<file path="src/sv/swpc_pkg.sv">
// ----------------------------------------------------------------------------
// swpc_pkg
// Types, control-word layout and microprogram of the pair counter.
// ----------------------------------------------------------------------------
package swpc_pkg;

  localparam int ELEM_INDEX_W = 10;
  localparam int ELEM_VALUE_W = 10;
  localparam int RANGE_W      = 11;
  localparam int PAIR_COUNT_W = 10;
  localparam int S_TDATA_W    = 48;
  localparam int M_TDATA_W    = 16;
  localparam int STEP_W       = 5;

  localparam logic OP_LOAD  = 1'b0;
  localparam logic OP_QUERY = 1'b1;

  typedef logic [STEP_W-1:0] step_t;

  typedef enum logic [3:0] {
    C_ALWAYS,
    C_NEVER,
    C_NO_FIRE,
    C_IS_LOAD,
    C_REVERSED,
    C_END_GE_QE,
    C_START_LE_QS,
    C_START_GE_QS,
    C_END_LE_QE,
    C_NOT_INSIDE,
    C_LOAD_SKIP,
    C_OUT_FULL,
    C_CLR_BUSY
  } cond_e;

  typedef enum logic [2:0] {
    ST_END,
    ST_START_M1,
    ST_START,
    ST_END_M1,
    ST_LOAD_IDX
  } st_sel_e;

  typedef enum logic {
    PS_STORE_DATA,
    PS_LOAD_VAL
  } par_sel_e;

  typedef enum logic [1:0] {
    PO_NONE,
    PO_ADD,
    PO_REMOVE,
    PO_CLEAR
  } par_op_e;

  typedef enum logic [2:0] {
    WO_NONE,
    WO_INC_END,
    WO_DEC_START,
    WO_INC_START,
    WO_DEC_END
  } win_op_e;

  typedef struct packed {
    cond_e    cond;
    step_t    target;
    logic     in_ready;
    logic     emit;
    logic     st_rd;
    logic     st_wr;
    st_sel_e  st_sel;
    logic     par_rd;
    par_sel_e par_sel;
    par_op_e  par_op;
    win_op_e  win_op;
  } ctrl_t;

  typedef struct packed {
    logic is_load;
    logic reversed;
    logic end_ge_qe;
    logic start_le_qs;
    logic start_ge_qs;
    logic end_le_qe;
    logic not_inside;
    logic load_skip;
    logic clr_busy;
  } dp_flags_t;

  localparam step_t S_CLEAR      = 5'd0;
  localparam step_t S_WAIT       = 5'd1;
  localparam step_t S_DECODE     = 5'd2;
  localparam step_t S_CHK_REV    = 5'd3;
  localparam step_t S_GROW_END   = 5'd4;
  localparam step_t S_GE_RD      = 5'd5;
  localparam step_t S_GE_PAR     = 5'd6;
  localparam step_t S_GE_UPD     = 5'd7;
  localparam step_t S_GROW_START = 5'd8;
  localparam step_t S_GS_RD      = 5'd9;
  localparam step_t S_GS_PAR     = 5'd10;
  localparam step_t S_GS_UPD     = 5'd11;
  localparam step_t S_SHR_START  = 5'd12;
  localparam step_t S_SS_RD      = 5'd13;
  localparam step_t S_SS_PAR     = 5'd14;
  localparam step_t S_SS_UPD     = 5'd15;
  localparam step_t S_SHR_END    = 5'd16;
  localparam step_t S_SE_RD      = 5'd17;
  localparam step_t S_SE_PAR     = 5'd18;
  localparam step_t S_SE_UPD     = 5'd19;
  localparam step_t S_EMIT       = 5'd20;
  localparam step_t S_RETURN     = 5'd21;
  localparam step_t S_LOAD       = 5'd22;
  localparam step_t S_LD_CHK_IN  = 5'd23;
  localparam step_t S_LD_OLD_RD  = 5'd24;
  localparam step_t S_LD_OLD_PAR = 5'd25;
  localparam step_t S_LD_OLD_UPD = 5'd26;
  localparam step_t S_LD_WRITE   = 5'd27;
  localparam step_t S_LD_NEW_PAR = 5'd28;
  localparam step_t S_LD_NEW_UPD = 5'd29;

  localparam ctrl_t CW_NOP = '{
    cond:     C_NEVER,
    target:   S_WAIT,
    in_ready: 1'b0,
    emit:     1'b0,
    st_rd:    1'b0,
    st_wr:    1'b0,
    st_sel:   ST_END,
    par_rd:   1'b0,
    par_sel:  PS_STORE_DATA,
    par_op:   PO_NONE,
    win_op:   WO_NONE
  };

  function automatic ctrl_t ucode(input step_t step);
    ctrl_t c;
    c = CW_NOP;
    case (step)
      S_CLEAR: begin
        c.par_op = PO_CLEAR;
        c.cond   = C_CLR_BUSY;
        c.target = S_CLEAR;
      end
      S_WAIT: begin
        c.in_ready = 1'b1;
        c.cond     = C_NO_FIRE;
        c.target   = S_WAIT;
      end
      S_DECODE: begin
        c.cond   = C_IS_LOAD;
        c.target = S_LOAD;
      end
      S_CHK_REV: begin
        c.cond   = C_REVERSED;
        c.target = S_EMIT;
      end
      S_GROW_END: begin
        c.cond   = C_END_GE_QE;
        c.target = S_GROW_START;
      end
      S_GE_RD: begin
        c.st_rd  = 1'b1;
        c.st_sel = ST_END;
      end
      S_GE_PAR: c.par_rd = 1'b1;
      S_GE_UPD: begin
        c.par_op = PO_ADD;
        c.win_op = WO_INC_END;
        c.cond   = C_ALWAYS;
        c.target = S_GROW_END;
      end
      S_GROW_START: begin
        c.cond   = C_START_LE_QS;
        c.target = S_SHR_START;
      end
      S_GS_RD: begin
        c.st_rd  = 1'b1;
        c.st_sel = ST_START_M1;
      end
      S_GS_PAR: c.par_rd = 1'b1;
      S_GS_UPD: begin
        c.par_op = PO_ADD;
        c.win_op = WO_DEC_START;
        c.cond   = C_ALWAYS;
        c.target = S_GROW_START;
      end
      S_SHR_START: begin
        c.cond   = C_START_GE_QS;
        c.target = S_SHR_END;
      end
      S_SS_RD: begin
        c.st_rd  = 1'b1;
        c.st_sel = ST_START;
      end
      S_SS_PAR: c.par_rd = 1'b1;
      S_SS_UPD: begin
        c.par_op = PO_REMOVE;
        c.win_op = WO_INC_START;
        c.cond   = C_ALWAYS;
        c.target = S_SHR_START;
      end
      S_SHR_END: begin
        c.cond   = C_END_LE_QE;
        c.target = S_EMIT;
      end
      S_SE_RD: begin
        c.st_rd  = 1'b1;
        c.st_sel = ST_END_M1;
      end
      S_SE_PAR: c.par_rd = 1'b1;
      S_SE_UPD: begin
        c.par_op = PO_REMOVE;
        c.win_op = WO_DEC_END;
        c.cond   = C_ALWAYS;
        c.target = S_SHR_END;
      end
      S_EMIT: begin
        c.emit   = 1'b1;
        c.cond   = C_OUT_FULL;
        c.target = S_EMIT;
      end
      S_RETURN: begin
        c.cond   = C_ALWAYS;
        c.target = S_WAIT;
      end
      S_LOAD: begin
        c.cond   = C_LOAD_SKIP;
        c.target = S_WAIT;
      end
      S_LD_CHK_IN: begin
        c.cond   = C_NOT_INSIDE;
        c.target = S_LD_WRITE;
      end
      S_LD_OLD_RD: begin
        c.st_rd  = 1'b1;
        c.st_sel = ST_LOAD_IDX;
      end
      S_LD_OLD_PAR: c.par_rd = 1'b1;
      S_LD_OLD_UPD: c.par_op = PO_REMOVE;
      S_LD_WRITE: begin
        c.st_wr  = 1'b1;
        c.st_sel = ST_LOAD_IDX;
        c.cond   = C_NOT_INSIDE;
        c.target = S_WAIT;
      end
      S_LD_NEW_PAR: begin
        c.par_rd  = 1'b1;
        c.par_sel = PS_LOAD_VAL;
      end
      S_LD_NEW_UPD: begin
        c.par_op  = PO_ADD;
        c.par_sel = PS_LOAD_VAL;
        c.cond    = C_ALWAYS;
        c.target  = S_WAIT;
      end
      default: begin
        c.cond   = C_ALWAYS;
        c.target = S_WAIT;
      end
    endcase
    return c;
  endfunction

endpackage

</file>
<file path="src/sv/swpc_seq.sv">
// ----------------------------------------------------------------------------
// swpc_seq
// Step counter and microprogram table with conditional jumps.
// ----------------------------------------------------------------------------
module swpc_seq (
  input  logic               clk_i,
  input  logic               rst_ni,
  input  logic               in_fire_i,
  input  logic               out_full_i,
  input  swpc_pkg::dp_flags_t flags_i,
  output swpc_pkg::ctrl_t    ctrl_o
);

  swpc_pkg::step_t step_q, step_d;
  swpc_pkg::ctrl_t ctrl;
  logic            taken;

  assign ctrl   = swpc_pkg::ucode(step_q);
  assign ctrl_o = ctrl;

  always_comb begin
    case (ctrl.cond)
      swpc_pkg::C_ALWAYS:      taken = 1'b1;
      swpc_pkg::C_NEVER:       taken = 1'b0;
      swpc_pkg::C_NO_FIRE:     taken = ~in_fire_i;
      swpc_pkg::C_IS_LOAD:     taken = flags_i.is_load;
      swpc_pkg::C_REVERSED:    taken = flags_i.reversed;
      swpc_pkg::C_END_GE_QE:   taken = flags_i.end_ge_qe;
      swpc_pkg::C_START_LE_QS: taken = flags_i.start_le_qs;
      swpc_pkg::C_START_GE_QS: taken = flags_i.start_ge_qs;
      swpc_pkg::C_END_LE_QE:   taken = flags_i.end_le_qe;
      swpc_pkg::C_NOT_INSIDE:  taken = flags_i.not_inside;
      swpc_pkg::C_LOAD_SKIP:   taken = flags_i.load_skip;
      swpc_pkg::C_OUT_FULL:    taken = out_full_i;
      swpc_pkg::C_CLR_BUSY:    taken = flags_i.clr_busy;
      default:                 taken = 1'b0;
    endcase
  end

  assign step_d = taken ? ctrl.target : step_q + swpc_pkg::step_t'(1);

  always_ff @(posedge clk_i or negedge rst_ni) begin
    if (!rst_ni) begin
      step_q <= swpc_pkg::S_CLEAR;
    end else begin
      step_q <= step_d;
    end
  end

endmodule

</file>
<file path="config.mk">
export PLATFORM = sky130hd
export DESIGN_NAME = swpc_seq
export DESIGN_NICKNAME = d
export VERILOG_FILES = /design/src/sv/swpc_pkg.sv /design/src/sv/swpc_seq.sv
export SDC_FILE = /design/constraint.sdc
export NUM_CORES = 1
export LEC_CHECK = 0
export BUFFER_PORTS_ARGS = -buffer_cell sky130_fd_sc_hd__buf_2
export CAP_MARGIN = 20
export CELL_PAD_IN_SITES_DETAIL_PLACEMENT = 1
export CELL_PAD_IN_SITES_GLOBAL_PLACEMENT = 1
export CORE_AREA = 5 5 58 60
export CTS_BUF_LIST = sky130_fd_sc_hd__clkbuf_4
export CTS_CLUSTER_SIZE = 14
export DETAILED_ROUTE_END_ITERATION = 6
export DIE_AREA = 0 0 63 65
export PLACE_DENSITY_LB_ADDON = 0.1
export REMOVE_ABC_BUFFERS = 1
export SLEW_MARGIN = 20
export SYNTH_ARGS = -nofsm -noshare
export SYNTH_HDL_FRONTEND = slang
export SYNTH_SLANG_ARGS = --single-unit
</file>
<file path="constraint.sdc">
create_clock -name clk_i -period 4.9 [get_ports clk_i]
set_input_delay 0.98 -clock clk_i [delete_from_list [all_inputs] [get_ports clk_i]]
set_output_delay 0.98 -clock clk_i [all_outputs]
set_load 0.02 [all_outputs]
</file>
==> results of run 1 <==
[logic make-up (layout without fill, tap and decap cells)]
group | count (synthesis) | count (layout) | synth area share
AOI/OAI and AO/OA | 53 | 53 | 0.358
and+or+nand+nor | 44 | 44 | 0.236
buffers and inverters | 24 | 52 | 0.109
muxes | 8 | 8 | 0.0977
adders and majority gates | 5 | 5 | 0.0581
DFF | 5 | 5 | 0.116
xor gates and xnor gates | 3 | 3 | 0.0244
[metrics by stage]
step	instances	total power, mW	worst slack (ns)
floorplan	129	0.775	1.85
global placement	199	0.994	1.56
detailed placement	199	1.01	1.50
CTS	203	1.07	1.22
global route	203	1.16	0.979
finish	203	1.07	1.20
[area by class of cell]
class	instances	area [um2]
fill	381	1620
tap	33	41.3
multi-input combinational	113	833
timing repair buffer	37	190
inverter	11	41.3
sequential	5	125
clock buffer	4	30.0
[cells in the final DEF, fill, tap and decap left out, types with 5 or more instances in the layout]
cell type / instances
nand2_1: 7
nor2_1: 8
a21oi_1: 8
o21ai_0: 7
buf_2: 35
dfrtp_1: 5
ha_1: 5
mux2_4: 5
a22oi_1: 6
inv_1: 10
[path summary, 6_finish.rpt]
check / slack (ns) / startpoint / depth (start not counted) / endpoint
max in group asynchronous: 4.24 / rst_ni / 1 / step_q[1]
worst max register to register: 1.81 / step_q[4] / 7 / step_q[0]
worst max-delay path: 1.20 / step_q[4] / 6 / ctrl_o[14]
min in group clk_i: 0.72 / step_q[0] / 2 / step_q[0]
worst min-delay path: 0.53 / rst_ni / 1 / step_q[2]
worst min register to register: 0.72 / step_q[0] / 2 / step_q[0]
[per-layer routing]
metal  up-vias  global-route usage  share of wire
met5         -                   0              0
met2        34               0.308           0.50
met3         2              0.0156          0.058
li1        583                   -              -
met4         0              0.0318         0.0068
met1       579               0.230           0.44
[worst max-delay path, stage by stage, from the launching register on]
cell	delay, ns
dfrtp_1	0.96
and3b_1	0.27
a211o_1	0.25
nor4_2	0.30
o21ai_0	0.16
or3_1	0.36
buf_2	0.18
[power breakdown]
group | switching (mW) | total [mW] | internal [mW]
Sequential | 0.0564 | 0.117 | 0.0609
Clock | 0.0184 | 0.0548 | 0.0364
Combinational | 0.522 | 0.895 | 0.373
Total | 0.597 | 1.07 | 0.470
==> impl_results.md, run 1 <==
- Status: complete, no violations
- Maximum vdd drop: about 0.44 mV
- Postcts setup bufs: 0
- Synth-to-layout area growth: 17.2%
- Post-DP Area: approximately 0.0012 mm2
- Max transition margin: 0.369
- RSZ-0062 raised after global routing: false
- Tmin final: 3.70 ns
- Port buffer count: 35
- Die Area: between 0.004 and 0.005 mm2
- Vias per cell: a little under 6
- Critical Path RT: 3.92 ns
- Worst EP arrival: 2.72 ns
- Routed via count: 1198
- Total Negative Setup Slacks: 0 ns
- Initial Util: 0.374
- Die width: 63 um
- Die H: 65 um
- # Max-Cap Violations: 0
- Top post-synthesis cells by count: inv_1 (10), a21oi_1 (8), nor2_1 (8)
- First-pass GRT wire length: 5.96 mm
- Ys async rst share: 1.00
- Synth warn: 0
- Crit end category: primary output
- PD cells: ~850 mW/mm2
- Worst Path Max Fanout: 30
- Top-area cell type share of the netlist area: 0.116
- DR iter-0 viols: 45
- Leading registers by flop count: step_q: 5 flops
- Final hold vios: 0
- Flops & latches, synth: 5
- H-tree depth: 1
- Leakage power: around 0.63 nW
- Initial antenna violation count: 0
- Max clock buf depth: 2
- Min-Delay Path Class: in -> async
- Worst-path clk slew: roughly 0.04 ns
- CTS-repair resized insts: 0
- Min Hold Slack: 0.534 ns
- Final Cycle Share: 0.756
- Top FF cell, synth: dfrtp_1
- Top cells by area, synth: dfrtp_1 (12%), mux2_4 (7.0%), ha_1 (5.8%)
- Synth Cell Area: 0.00108 mm2
- Largest net degree at the start of global routing: 31
- Post-route DRC: 0
- CTS Root Cell: clkbuf_4
- Clock Skew: approximately 0.0030 ns
- Most numerous cell in the Yosys netlist: inv_1
- Seq/Total Area, Yosys: 0.116
- Clock sinks: 5
- Element type at the critical path start: flop
- Layout cells sized above 1: 0.329
- Core area: between 0.002 and 0.003 mm2
- Final setup vio count: 0
- Largest area contributor in the synthesized netlist: dfrtp_1
- Layout Nets: 189
- Final Max Tran Viols: 0
- Wire length per cell: about 17 um
- Slew @ Worst Pin: 0.947 ns
- I/O Pins: 36
- CTS Buf Count: 3
- Largest register by flop count: step_q
- DRT Wirelength: approximately 3.5 mm
- TritonCTS clock tree: yes
- Number of global-route vias before repair: 1241
- GP Congestion: 0.796
- Antenna-violating nets left: 0
- Post-synth EDFFs: 0
- Grt ovf: 0
- Syn Inst Count: 142
- Row count: 20
- Worst-Skew Late Latency: 0.25 ns
- HPWL Detailed: 2.71 mm
- Util after Layout: 0.438
- Max reg flops: 5
- Max frequency: about 270 MHz
- Crit Path Class: reg -> out
- Avg Cell Area, Syn: 7.58 um2
- Pre-Repair DR Iteration Count: 4
- Synth unique cells: 54
- GRT Total Usage: 0.174
- Final instance area: 0.00126 mm2
- Hold_buf cts: 0
- ANT cells: 0
Power figures use the tool's default switching activity.
==> inputs of run 2 (changes only) <==
CORE_AREA = 5 5 60 62   (was 5 5 58 60)
DIE_AREA = 0 0 65 67   (was 0 0 63 65)
clock period = 3.5 ns   (was 4.9 ns; I/O delays follow)
==> impl_results.md, run 2 (same netlist as run 1, synthesis figures left out) <==
- Most common cell after layout, fill and taps aside: buf_2
- Crit Path Class: reg -> out
- Layout cells sized above 1: 0.345 (+0.0154)
- Worst EP arrival: 2.62 ns (-0.10 ns)
- Worst r2r path cells: 9 (+2)
- Port buffer count: 35 (unchanged)
- CTS Buf Count: 3 (unchanged)
- Core area: 0.00298 mm2 (+3.5%)
- Min-Delay Path Class: in -> async
- Leakage power: 0.652 nW (+3.3%)
- Layout Nets: 193 (+2.1%)
- RSZ-0062 raised after global routing: false
- Max clock buf depth: 2 (unchanged)
- Postcts setup bufs: 0 (unchanged)
- Maximum vdd drop: 0.541 mV (+24%)
- Initial antenna violation count: 0 (unchanged)
- Hold_buf cts: 0 (unchanged)
- Crit end category: primary output
- Place WS: 0.437 ns (-1.07 ns)
- TritonCTS clock tree: yes
- Max stage delay on crit path: 0.40 ns (-0.56 ns)
- Final Cycle Share: 0.947
- Antenna-violating nets left: 0 (unchanged)
- Leading registers by flop count: step_q: 5 flops
- CTS-repair resized insts: 0 (unchanged)
- Die Area: 0.00436 mm2 (+6.3%)
- Max reg flops: 5 (unchanged)
- ANT cells: 0 (unchanged)
- Max frequency: 302 MHz
- Max transition margin: 0.601 (+0.232)
- Final setup vio count: 0 (unchanged)
- Post-route DRC: 0 (unchanged)
- Die width: 65 um (+3.2%)
- DR iter-0 viols: 64 (+42%)
- Clock sinks: 5 (unchanged)
- DRT Wirelength: 3.68 mm (+3.9%)
- Status: complete, no violations
- Critical Path RT: 2.80 ns (-1.12 ns)
- Grt ovf: 0 (unchanged)
- Total Negative Setup Slacks: 0 ns (unchanged)
- Power Total: 1.52 mW (+43%)
- Wire length per cell: 17.8 um (+1.9%)
- Post-DP Area: 0.00126 mm2 (+2.4%)
- Worst Path Max Fanout: 10 (-67%)
- Element type at the critical path start: flop
- HPWL Detailed: 2.84 mm (+4.9%)
- Number of global-route vias before repair: 1226 (-1.2%)
- Tmin final: 3.32 ns
- Initial Util: 0.361 (-0.0126)
- Final hold vios: 0 (unchanged)
- H-tree depth: 1 (unchanged)
- Final Max Tran Viols: 0 (unchanged)
- Largest net degree at the start of global routing: 19 (-39%)
- Row count: 20 (unchanged)
- First-pass GRT wire length: 6.22 mm (+4.4%)
- Pre-Repair DR Iteration Count: 4 (unchanged)
- GRT Total Usage: 0.181 (+0.00650)
- Worst-Skew Late Latency: 0.24 ns (about the same)
- # Max-Cap Violations: 0 (unchanged)
- Final instance area: 0.00129 mm2 (+2.4%)
- PD cells: 1180 mW/mm2 (+39%)
- Clock Skew: 0.000355 ns (-0.00265 ns)
- Crit-path cells: inv_1, ha_1, and4b_1, a211o_1, nor4_2, o21ai_0, or3_1, buf_2
- Commonest non-fill, non-tap cells in the layout: buf_2 (35), inv_1 (10), nor2_1 (8), a21oi_1 (8)
- Synth-to-layout area growth: 20.0%
- Routed via count: 1212 (+1.2%)
- CTS Root Cell: clkbuf_4
- Largest register by flop count: step_q
- Slew @ Worst Pin: 0.599 ns (-0.348 ns)
- Vias per cell: 5.86 (-0.79%)
- Die H: 67 um (+3.1%)
- Worst-path clk slew: 0.05 ns (about the same)
- GP Congestion: 0.839 (+5.4%)
- Setup slack after layout: 0.184 ns (-1.01 ns)
- Crit-path slowest cell: dfrtp_1
- I/O Pins: 36 (unchanged)
==> run 2: changes by cell type in the layout (fill, tap and decap cells not counted), sizes merged <==
| cell | change |
|---|---|
| buf | +4 |
==> run 2: power by group <==
part / internal [mW] / switching [mW] / total (mW)
clock network: 0.0510 / 0.0259 / 0.0768
registers: 0.0858 / 0.0553 / 0.141
logic: 0.543 / 0.762 / 1.30
total: 0.679 / 0.843 / 1.52
==> run 2: path summary, 6_finish.rpt <==
kind / startpoint / end / slack (ns)
max reg2reg: step_q[0] / step_q[4] / 0.69
min: rst_ni / step_q[4] / 0.26
min reg2reg: step_q[0] / step_q[0] / 0.71
max: step_q[1] / ctrl_o[14] / 0.18
max in group asynchronous: rst_ni / step_q[2] / 3.10
min in group clk_i: step_q[0] / step_q[0] / 0.71
==> run 2: critical path, delay by kind of cell, from the launching register on <==
kind | cells | cell delay, ns
fa+ha+maj | 1 | 0.32
flops | 1 | 0.40
simple gates | 3 | 0.93
buf+inv | 2 | 0.26
compound gates | 2 | 0.46
==> run 2: layout make-up <==
type / instances / area [um2]
Clock buffer: 4 / 30.0
Fill cell: 397 / 1690
Inverter: 11 / 41.3
Multi-Input combinational cell: 113 / 833
Sequential cell: 5 / 125
Tap cell: 33 / 41.3
Timing Repair Buffer: 41 / 220
==> run 2: through the flow <==
step           cells  utilization  hold WS, ns
2_1_floorplan    129            -        0.404
3_3_place_gp     203        0.424        0.521
3_5_place_dp     203        0.424        0.522
4_1_cts          207        0.434        0.258
5_1_grt          207        0.434        0.265
6_report         207        0.434        0.265
==> run 2: layer usage <==
metal	up-vias	GRT usage	wire, um
met1	591	0.242	1700
met5	-	0	0
met2	30	0.312	1840
met4	0	0.0343	0
met3	0	0.0202	139
li1	591	-	-
==> inputs of run 3 (changes only) <==
PLACE_DENSITY = 0.81   (was unset)
PLACE_DENSITY_LB_ADDON = unset   (was 0.1)
==> impl_results.md, run 3 (same netlist as run 1, synthesis figures left out) <==
- Crit Path Class: reg -> out
- Pre-Repair DR Iteration Count: 4 (unchanged)
- Worst R2R Setup Slack: 0.56 ns (-0.13 ns)
- Util after Layout: 0.429 (-0.00504)
- Crit-path slowest cell: dfrtp_1
- Min-Delay Path Class: in -> async
- Vias per cell: 6.13 (+4.6%)
- GRT Total Usage: 0.186 (+0.00473)
- CTS-repair resized insts: 0 (unchanged)
- Max clock buf depth: 2 (unchanged)
- Comb pwr share: 0.851 (-0.006)
- Initial Util: 0.361 (unchanged)
- Crit-path cells: and3b_1, a211o_1, nor4_2, o21ai_0, or3_1, buf_2
- Largest register by flop count: step_q
- Max stage delay on crit path: 0.85 ns (+0.45 ns)
- Leading registers by flop count: step_q: 5 flops
- Worst-Skew Late Latency: 0.26 ns (+0.02 ns)
- H-tree depth: 1 (unchanged)
- Critical path buffer and inverter count: 1 (-1)
- CTS Buf Count: 3 (unchanged)
- Clock sinks: 5 (unchanged)
- Total Negative Setup Slacks: 0 ns (unchanged)
- Grt ovf: 0 (unchanged)
- First-pass GRT wire length: 6.20 mm (-0.43%)
- Final setup vio count: 0 (unchanged)
- Row count: 20 (unchanged)
- Wire length per cell: 19.0 um (+6.8%)
- Layout Nets: 191 (-1.0%)
- Maximum vdd drop: 0.388 mV (-28%)
- Internal power: 0.673 mW (-1.0%)
- Hold_buf cts: 0 (unchanged)
- CTS Root Cell: clkbuf_4
- Largest net degree at the start of global routing: 26 (+7)
- Leakage power: 0.642 nW (-1.6%)
- PD cells: 1200 mW/mm2 (+1.9%)
- Worst-path clk slew: 0.05 ns (about the same)
- Die H: 67 um (unchanged)
- GP Congestion: 0.887 (+5.7%)
- Max reg flops: 5 (unchanged)
- Port buffer count: 35 (unchanged)
- Worst EP arrival: 2.61 ns (about the same)
- Die Area: 0.00436 mm2 (unchanged)
- Die width: 65 um (unchanged)
- Clk pwr share: 0.055 (+0.005)
- RR Startpoint: step_q[4]
- Post-DP Area: 0.00125 mm2 (-1.2%)
- Most common cell after layout, fill and taps aside: buf_2
- Tmin final: 3.31 ns (-0.00142 ns)
- Slew @ Worst Pin: 0.781 ns (+0.182 ns)
- Reg-to-reg endpoint: step_q[3]
- Crit end category: primary output
- Worst r2r path cells: 6 (-3)
- Element type at the critical path start: flop
- Sw frac: 0.562 (+0.00776)
- DR iter-0 viols: 77 (+20%)
- TritonCTS clock tree: yes
- Core area: 0.00298 mm2 (unchanged)
- Antenna-violating nets left: 0 (unchanged)
- Initial antenna violation count: 0 (unchanged)
- HPWL Detailed: 2.85 mm (+0.51%)
- Final hold vios: 0 (unchanged)
- CP Launch Point: step_q[4]
- Psw: 0.861 mW (+2.1%)
- Routed via count: 1256 (+3.6%)
- Post-route DRC: 0 (unchanged)
- Postcts setup bufs: 0 (unchanged)
- Sequential share of power: 0.094 (about the same)
- DRT Wirelength: 3.89 mm (+5.8%)
- Synth-to-layout area growth: 18.6%
- Worst Path Max Fanout: 25 (+15)
- Layout cells sized above 1: 0.337 (-0.00762)
- Final instance area: 0.00128 mm2 (-1.2%)
- Power Total: 1.53 mW (+0.74%)
- # Max-Cap Violations: 0 (unchanged)
- Max transition margin: 0.479 (-0.121)
- Clock Skew: 0.000388 ns (+0.0000322 ns)
- I/O Pins: 36 (unchanged)
- Commonest non-fill, non-tap cells in the layout: buf_2 (35), inv_1 (10), nor2_1 (8), a21oi_1 (8)
- CP Depth: 6 (-2)
- Final Max Tran Viols: 0 (unchanged)
- Number of global-route vias before repair: 1251 (+2.0%)
- Final Cycle Share: 0.947 (about the same)
- Critical Path RT: 2.80 ns (about the same)
- Largest delay share family, worst path: simple AND/OR/NAND/NOR gates
- Status: complete, no violations
- RSZ-0062 raised after global routing: false
- Max frequency: 302 MHz (about the same)
- ANT cells: 0 (unchanged)
-- run 3: worst max path at each step --
stage | end | slack [ns]
after floorplan | ctrl_o[14] | 0.73
after global placement | ctrl_o[14] | 0.60
after detailed placement | ctrl_o[14] | 0.49
after CTS | ctrl_o[14] | 0.20
after global routing | ctrl_o[14] | 0.04
final | ctrl_o[14] | 0.19
-- run 3: final cells by class --
type | count | area (um2)
clock buffers | 4 | 30.0
multi-input cells | 113 | 833
well taps | 33 | 41.3
inverters | 11 | 41.3
flip-flops and latches | 5 | 125
fillers | 398 | 1700
repair buffers | 39 | 205
-- run 3: power by group through the flow --
stage	clock [mW]	sequential, mW	combinational, mW
finish	0.0839	0.144	1.31
global placement	0	0.137	1.28
floorplan	0	0.157	0.928
detailed placement	0	0.142	1.31
global route	0.0864	0.151	1.41
CTS	0.0853	0.141	1.31
-- run 3: worst register-to-register path, cell delays in order (launching register included) --
cell      delay, ns
dfrtp_1        0.85
clkinv_1       0.50
a221oi_1       0.51
a22oi_1        0.17
a22oi_1        0.32
o21ai_4        0.16
mux2_4         0.32
-- run 3: metal layers --
metal,track usage,part of all wire
met5,0,0
met4,0.0976,0.021
met3,0.0169,0.040
met2,0.315,0.49
met1,0.231,0.45
-- run 3: stage by stage --
step / hold slack (ns) / std cells / setup WS (ns)
floorplan: 0.404 / 129 / 0.734
finish: 0.246 / 205 / 0.186
global route: 0.252 / 205 / 0.0438
detailed placement: 0.523 / 201 / 0.490
global placement: 0.523 / 201 / 0.604
CTS: 0.244 / 205 / 0.200
